File: config.mk
export PLATFORM = sky130hd
export DESIGN_NAME = recursive_mutex_fifo_handoff_top
export DESIGN_NICKNAME = d
export VERILOG_FILES = /design/src/design/rmfh_pkg.sv /design/src/design/rmfh_ctrl.sv /design/src/design/rmfh_dpath.sv /design/src/design/recursive_mutex_fifo_handoff_top.sv
export SDC_FILE = /design/constraint.sdc
export NUM_CORES = 1
export LEC_CHECK = 0
export BUFFER_PORTS_ARGS = -buffer_cell sky130_fd_sc_hd__buf_2
export CAP_MARGIN = 25
export CORE_UTILIZATION = 50
export CTS_BUF_LIST = sky130_fd_sc_hd__clkbuf_16
export DETAILED_ROUTE_END_ITERATION = 16
export GPL_TIMING_DRIVEN = 0
export PLACE_DENSITY = 0.67
export SETUP_SLACK_MARGIN = 0.3
export SYNTH_ARGS = -nofsm -noshare
export SYNTH_HDL_FRONTEND = slang
export SYNTH_SLANG_ARGS = --single-unit
File: constraint.sdc
create_clock -name clk -period 8 [get_ports clk]
set_input_delay 0.8 -clock clk [delete_from_list [all_inputs] [get_ports clk]]
set_output_delay 0.8 -clock clk [all_outputs]
set_load 0.03 [all_outputs]
File: src/design/rmfh_pkg.sv
// Shared types, status codes and defaults for the recursive mutex lock manager.
package rmfh_pkg;

  localparam int WAIT_SLOTS_DEF = 16;
  localparam int MAX_DEPTH_DEF  = 255;

  localparam logic OP_ACQUIRE = 1'b0;
  localparam logic OP_RELEASE = 1'b1;

  localparam logic [3:0] ST_GRANTED    = 4'd0;
  localparam logic [3:0] ST_REENTERED  = 4'd1;
  localparam logic [3:0] ST_QUEUED     = 4'd2;
  localparam logic [3:0] ST_FREED      = 4'd3;
  localparam logic [3:0] ST_HANDED_OFF = 4'd4;
  localparam logic [3:0] ST_LOWERED    = 4'd5;
  localparam logic [3:0] ST_DEPTH_LIM  = 4'd6;
  localparam logic [3:0] ST_NOT_HOLDER = 4'd7;
  localparam logic [3:0] ST_QUEUE_FULL = 4'd8;

  typedef struct packed {
    logic       opcode;
    logic [7:0] thread_id;
  } in_item_t;

  typedef struct packed {
    logic [3:0] status;
    logic       owner_valid;
    logic [7:0] owner_id;
    logic [7:0] depth;
    logic [4:0] waiting_count;
  } out_item_t;

  typedef struct packed {
    logic capture;
    logic commit;
  } ctrl_cmd_t;

endpackage

File: src/design/rmfh_ctrl.sv
// Sequencing FSM: accepts a beat, schedules the update, manages the output beat.
module rmfh_ctrl (
  input  logic              clk,
  input  logic              rst_n,
  input  logic              in_valid,
  output logic              in_stall,
  output logic              out_valid,
  input  logic              out_stall,
  output rmfh_pkg::ctrl_cmd_t cmd
);
  import rmfh_pkg::*;

  localparam logic S_IDLE = 1'b0;
  localparam logic S_EXEC = 1'b1;

  logic state_r, state_nxt;
  logic out_valid_r, out_valid_nxt;
  logic out_blocked;

  assign out_blocked = out_valid_r && out_stall;
  assign in_stall    = (state_r != S_IDLE);
  assign out_valid   = out_valid_r;

  always_comb begin
    cmd.capture   = 1'b0;
    cmd.commit    = 1'b0;
    state_nxt     = state_r;
    out_valid_nxt = out_blocked;
    unique case (state_r)
      S_IDLE: begin
        if (in_valid) begin
          cmd.capture = 1'b1;
          state_nxt   = S_EXEC;
        end
      end
      S_EXEC: begin
        if (!out_blocked) begin
          cmd.commit    = 1'b1;
          out_valid_nxt = 1'b1;
          state_nxt     = S_IDLE;
        end
      end
      default: state_nxt = S_IDLE;
    endcase
  end

  always_ff @(posedge clk) begin
    if (!rst_n) begin
      state_r     <= S_IDLE;
      out_valid_r <= 1'b0;
    end else begin
      state_r     <= state_nxt;
      out_valid_r <= out_valid_nxt;
    end
  end

endmodule

File: src/design/rmfh_dpath.sv
// Owner, depth and wait-queue state with the request decode and result register.
module rmfh_dpath #(
  parameter int WAIT_SLOTS = rmfh_pkg::WAIT_SLOTS_DEF,
  parameter int MAX_DEPTH  = rmfh_pkg::MAX_DEPTH_DEF
) (
  input  logic                clk,
  input  logic                rst_n,
  input  rmfh_pkg::ctrl_cmd_t cmd,
  input  rmfh_pkg::in_item_t  in_data,
  input  logic                cfg_valid,
  input  logic                cfg_data,
  output rmfh_pkg::out_item_t out_data
);
  import rmfh_pkg::*;

  localparam int PTR_W = (WAIT_SLOTS > 1) ? $clog2(WAIT_SLOTS) : 1;
  localparam int CNT_W = $clog2(WAIT_SLOTS + 1);
  localparam logic [PTR_W-1:0] LAST_SLOT = PTR_W'(WAIT_SLOTS - 1);
  localparam logic [CNT_W-1:0] FULL_CNT  = CNT_W'(WAIT_SLOTS);
  localparam logic [7:0]       MAX_D     = 8'(MAX_DEPTH);

  logic [7:0] wait_mem [WAIT_SLOTS];
  logic [7:0] head_data_r;

  logic             mode_r;
  in_item_t         req_r;
  logic             owner_flag_r, owner_flag_nxt;
  logic [7:0]       owner_r, owner_nxt;
  logic [7:0]       depth_r, depth_nxt;
  logic [PTR_W-1:0] head_r, head_nxt, tail_r, tail_nxt;
  logic [CNT_W-1:0] count_r, count_nxt;
  logic [3:0]       status;
  logic             push;
  logic             is_holder;
  logic [7:0]       limit;
  out_item_t        out_r;

  assign is_holder = owner_flag_r && (owner_r == req_r.thread_id);
  assign limit     = mode_r ? MAX_D : 8'd1;
  assign out_data  = out_r;

  always_comb begin
    owner_flag_nxt = owner_flag_r;
    owner_nxt      = owner_r;
    depth_nxt      = depth_r;
    head_nxt       = head_r;
    tail_nxt       = tail_r;
    count_nxt      = count_r;
    push           = 1'b0;
    status         = ST_NOT_HOLDER;
    if (req_r.opcode == OP_ACQUIRE) begin
      if (!owner_flag_r) begin
        owner_flag_nxt = 1'b1;
        owner_nxt      = req_r.thread_id;
        depth_nxt      = 8'd1;
        status         = ST_GRANTED;
      end else if (is_holder) begin
        if (depth_r < limit) begin
          depth_nxt = depth_r + 8'd1;
          status    = ST_REENTERED;
        end else begin
          status = ST_DEPTH_LIM;
        end
      end else if (count_r < FULL_CNT) begin
        push      = 1'b1;
        tail_nxt  = (tail_r == LAST_SLOT) ? '0 : tail_r + PTR_W'(1);
        count_nxt = count_r + CNT_W'(1);
        status    = ST_QUEUED;
      end else begin
        status = ST_QUEUE_FULL;
      end
    end else begin
      if (!is_holder) begin
        status = ST_NOT_HOLDER;
      end else if (depth_r > 8'd1) begin
        depth_nxt = depth_r - 8'd1;
        status    = ST_LOWERED;
      end else if (count_r != '0) begin
        owner_nxt = head_data_r;
        head_nxt  = (head_r == LAST_SLOT) ? '0 : head_r + PTR_W'(1);
        count_nxt = count_r - CNT_W'(1);
        depth_nxt = 8'd1;
        status    = ST_HANDED_OFF;
      end else begin
        owner_flag_nxt = 1'b0;
        owner_nxt      = 8'd0;
        depth_nxt      = 8'd0;
        status         = ST_FREED;
      end
    end
  end

  // head read is registered every cycle; the commit uses last cycle's sample
  always_ff @(posedge clk) begin
    head_data_r <= wait_mem[head_r];
    if (cmd.commit && push) begin
      wait_mem[tail_r] <= req_r.thread_id;
    end
  end

  always_ff @(posedge clk) begin
    if (cmd.capture) begin
      req_r <= in_data;
    end
    if (cmd.commit) begin
      out_r.status        <= status;
      out_r.owner_valid   <= owner_flag_nxt;
      out_r.owner_id      <= owner_flag_nxt ? owner_nxt : 8'd0;
      out_r.depth         <= owner_flag_nxt ? depth_nxt : 8'd0;
      out_r.waiting_count <= 5'(count_nxt);
    end
  end

  always_ff @(posedge clk) begin
    if (!rst_n) begin
      mode_r       <= 1'b0;
      owner_flag_r <= 1'b0;
      owner_r      <= 8'd0;
      depth_r      <= 8'd0;
      head_r       <= '0;
      tail_r       <= '0;
      count_r      <= '0;
    end else begin
      if (cfg_valid) begin
        mode_r <= cfg_data;
      end
      if (cmd.commit) begin
        owner_flag_r <= owner_flag_nxt;
        owner_r      <= owner_nxt;
        depth_r      <= depth_nxt;
        head_r       <= head_nxt;
        tail_r       <= tail_nxt;
        count_r      <= count_nxt;
      end
    end
  end

endmodule

File: src/design/recursive_mutex_fifo_handoff_top.sv
// Top level: recursive mutex manager with FIFO handoff of waiting threads.
// The result beat is registered on the commit in S_EXEC, which waits while an earlier result beat is stalled.
// A new input beat is taken only in S_IDLE, once the capture-then-commit sequence of the controller is done.
// A stalled result holds back the next update; one further input beat may be taken meanwhile.
// Synchronous active-low reset frees the lock, empties the queue, clears recursive_mode.
// Queue entries are not cleared; only written entries are ever used for a handoff.
module recursive_mutex_fifo_handoff_top #(
  parameter int WAIT_SLOTS = rmfh_pkg::WAIT_SLOTS_DEF,
  parameter int MAX_DEPTH  = rmfh_pkg::MAX_DEPTH_DEF
) (
  input  logic                clk,
  input  logic                rst_n,
  input  logic                in_valid,
  output logic                in_stall,
  input  rmfh_pkg::in_item_t  in_data,
  output logic                out_valid,
  input  logic                out_stall,
  output rmfh_pkg::out_item_t out_data,
  input  logic                cfg_valid,
  output logic                cfg_ready,
  input  logic                cfg_data
);
  import rmfh_pkg::*;

  ctrl_cmd_t cmd;

  assign cfg_ready = 1'b1;

  rmfh_ctrl u_ctrl (
    .clk       (clk),
    .rst_n     (rst_n),
    .in_valid  (in_valid),
    .in_stall  (in_stall),
    .out_valid (out_valid),
    .out_stall (out_stall),
    .cmd       (cmd)
  );

  rmfh_dpath #(
    .WAIT_SLOTS (WAIT_SLOTS),
    .MAX_DEPTH  (MAX_DEPTH)
  ) u_dpath (
    .clk       (clk),
    .rst_n     (rst_n),
    .cmd       (cmd),
    .in_data   (in_data),
    .cfg_valid (cfg_valid && cfg_ready),
    .cfg_data  (cfg_data),
    .out_data  (out_data)
  );

endmodule

==> reports/metrics.csv <==
metric,value,unit
drc,0,
portBuffers,41,
critPathMaxStageDelay,0.84,ns
synthFlopType,edfxtp_1,
nNetsFinal,726,
power.switching,526.8,uW
grt_max_degree,36,
power_density,232.6,nW/um^2
skew,0.01534,ns
dpl.cell_count,895,
required,8.23,ns
hold_depth,1,
cp_max_fo,18,
core,17420,um^2
cts_tree,done,
r2r-start,u_dpath.req_r[5]$_DFFE_PP_,
finalHoldViolations,0,
slew_headroom,0.3408,
r2r_cells,7,
rsz0062_at_grt,false,
crit_path_start_kind,flip-flop,
drtAntennaViolNets,0,
fmax,265.6,MHz
core.rowCount,48,
final_max_slew_viol_count,0,
grt_first_pass_wirelength,32090,um
power,2.400,mW
synth_edf_count,163,
dr.pass1.iters,5,
period_needed,3.765,ns
hold_end,u_dpath.req_r[4]$_DFFE_PP_,
min_from,in_data[4],
worst-setup-path-type,flip-flop to flip-flop,
ys_types,64,
cp_top_family,simple AND/OR/NAND/NOR gates,
synthArstFlopShare,0,
cp.arrival,3.99,ns
cts_buffer_depth,3,
top_usage_layer,met2,
switching_share,0.2195,
syn_area,9004,um^2
syn2layout_area_growth,14.63,%
crit_start,u_dpath.req_r[5]$_DFFE_PP_,
synth-seq-area-share,0.6348,
internal-power,1.873,mW
crit_chain,xor2_1 > nor4_2 > a211oi_1 > clkbuf_1 > nand2_1 > nor3_1 > buf_2,
grt_remaining_overflow,0,
final_cells,935,
cts_resized,0,
dieArea,18550,um^2
cts_buffers,22,
cts_num_sinks,204,
diodes,0,
ys_ff_latch,204,
period_share,0.4706,
vias,5741,
routabilityCongestion,0.9069,
grt_use_met1,0.3252,
cp.buffers_inverters,2,
path_clk_slew,0.06,ns
ys_warn_count,0,
initial_core_util,0.5170,
grt_antenna_before_repair,0,
outcome,finished clean,
use_met3,0.04139,
drt_iter0_drc,440,
io_pins,44,
cts_setup_buffers,0,
hp-class,input port to flip-flop,
power_frac_seq,0.494,
clock_power_share,0.456,
clk-insertion-delay-late,0.52,ns
worstMarginPinSlew,0.9813,ns
grtUsageMet2,0.3810,
synth_fp_nets,657,
synth_cells,625,
setup_viol,0,
ys_top_cells_by_area,"edfxtp_1 (54%), mux4_2 (10%), dfxtp_1 (9.1%), ha_1 (2.4%), nor2_1 (1.9%)",
post-synth-top-area-cell,edfxtp_1,
reg2reg_to,u_dpath.wait_mem[0][3]$_DFFE_PP_,
cts_max_level,1,
tns,0,ns
dp_hpwl,14490,um
die_h,136.2,um
cpMaxStageDelayCell,edfxtp_1,
grt_pass1_vias,5593,
vdd_drop_max,202.2,uV
combPwrFrac,0.051,
drive_gt1_frac,0.2197,
track_usage,0.2352,
rrSetupSlack,4.24,ns
yosysTopAreaCellShare,0.5436,
routed_wl,21060,um
root_buffer,clkbuf_16,
worst_setup_path_end_kind,flip-flop,
vias_per_cell,6.140,
wire_per_inst,22.52,um
drv_cap,0,
synth.avg_cell_area,14.41,um^2
cts_hold_buf,0,
p_leak,3.409,nW
die_w,136.2,um
synth_stat cells, types with 4 or more instances:
| master | n |
|---|---|
| nand2_1 | 42 |
| a21oi_1 | 29 |
| xnor2_1 | 5 |
| nor3_1 | 11 |
| a31oi_1 | 8 |
| mux4_2 | 40 |
| a41oi_1 | 5 |
| o21ai_0 | 21 |
| and2_1 | 4 |
| nor2b_1 | 4 |
| a211oi_1 | 12 |
| dfxtp_1 | 41 |
| ha_1 | 17 |
| nand3_1 | 14 |
| or4_1 | 4 |
| o2bb2ai_1 | 11 |
| clkbuf_1 | 24 |
| nand4_1 | 7 |
| edfxtp_1 | 163 |
| inv_1 | 11 |
| mux2i_1 | 5 |
| nor2_1 | 45 |
| o21a_1 | 4 |
| xor2_1 | 10 |
| nor4_1 | 4 |
| buf_2 | 12 |
| a22oi_1 | 9 |
state kept, by name (all words and copies together) (netlist names):
signal                count
u_dpath.head_data_r       8
u_dpath.owner_flag_r      1
u_dpath.depth_r           8
u_dpath.head_r            4
u_dpath.mode_r            1
u_dpath.req_r             9
u_dpath.owner_r           8
u_dpath.count_r           5
u_dpath.wait_mem        128
u_dpath.out_data         26
u_ctrl.in_stall           1
u_ctrl.out_valid          1
u_dpath.tail_r            4
layout by cell type (no fill, tap or decap), types with 4 or more instances in the layout:
| master | count |
|---|---|
| a21oi_1 | 29 |
| nor2b_1 | 4 |
| nand4_1 | 7 |
| a31oi_1 | 8 |
| nor3_1 | 11 |
| nand3_1 | 14 |
| xnor2_1 | 5 |
| a211oi_1 | 12 |
| clkinv_1 | 5 |
| nand2_1 | 42 |
| mux2i_1 | 5 |
| edfxtp_1 | 163 |
| a22oi_1 | 9 |
| inv_1 | 15 |
| xor2_1 | 10 |
| a41oi_1 | 5 |
| buf_2 | 57 |
| or4_1 | 4 |
| nor4_1 | 4 |
| dfxtp_1 | 41 |
| o21a_1 | 4 |
| nor2_1 | 45 |
| clkbuf_16 | 24 |
| clkbuf_1 | 23 |
| o21ai_0 | 21 |
| ha_1 | 17 |
| mux4_2 | 40 |
| o2bb2ai_1 | 11 |
| and2_1 | 4 |
| bufinv_16 | 4 |
area by class of cell:
cell class / count / area (um^2)
sequential: 204 / 5715
buffer: 41 / 181.4
timing repair buffer: 45 / 225.2
tap: 225 / 281.5
multi-input combinational: 367 / 3059
clock inverter: 16 / 209.0
fill: 1404 / 7096
inverter: 13 / 48.80
clock buffer: 24 / 600.6
routing by layer:
layer	vias to the layer above	part of all wire
li1	2606	-
met1	2896	0.43
met2	205	0.49
met3	34	0.065
met4	0	0.021
met5	-	0
worst max path at each step:
stage	depth (start not counted)	slack [ns]	end
after floorplan	8	5.04	u_dpath.wait_mem[3][0]$_DFFE_PP_
after global placement	9	3.77	u_dpath.wait_mem[3][6]$_DFFE_PP_
after detailed placement	10	3.97	u_dpath.wait_mem[0][6]$_DFFE_PP_
after CTS	7	4.29	u_dpath.wait_mem[0][7]$_DFFE_PP_
after global routing	7	4.09	u_dpath.wait_mem[0][7]$_DFFE_PP_
final	7	4.24	u_dpath.wait_mem[0][3]$_DFFE_PP_
per-stage QoR:
step	utilization	area (um^2)	hold WS (ns)	setup slack, ns
floorplan	-	9004	0.4604	5.043
global placement	0.5449	9490	0.4858	3.772
detailed placement	0.5461	9512	0.4926	3.965
CTS	0.5926	10320	0.4445	4.286
global route	0.5926	10320	0.4428	4.088
finish	0.5926	10320	0.4595	4.235
kinds of logic (layout without fill, tap and decap cells):
logic type	count (synthesis)	count (layout)	share of synthesized area
flip-flops	204	204	0.6348
AND/OR/NAND/NOR	163	163	0.09839
AO/OA/AOI/OAI	125	125	0.09589
buffers and inverters	54	139	0.02543
multiplexers	46	46	0.1069
adder cells (fa/ha/maj)	17	17	0.02362
XOR/XNOR	15	15	0.01459
other	1	1	0.0004165
power by group through the flow:
stage               Clock [mW]  Combinational (mW)  Sequential (mW)
detailed placement           0               0.120             1.21
global route              1.15               0.131             1.19
floorplan                    0              0.0643             1.22
CTS                       1.11               0.120             1.19
global placement             0               0.118             1.21
finish                    1.09               0.121             1.19
No activity file was read; power rests on OpenSTA's default activity.
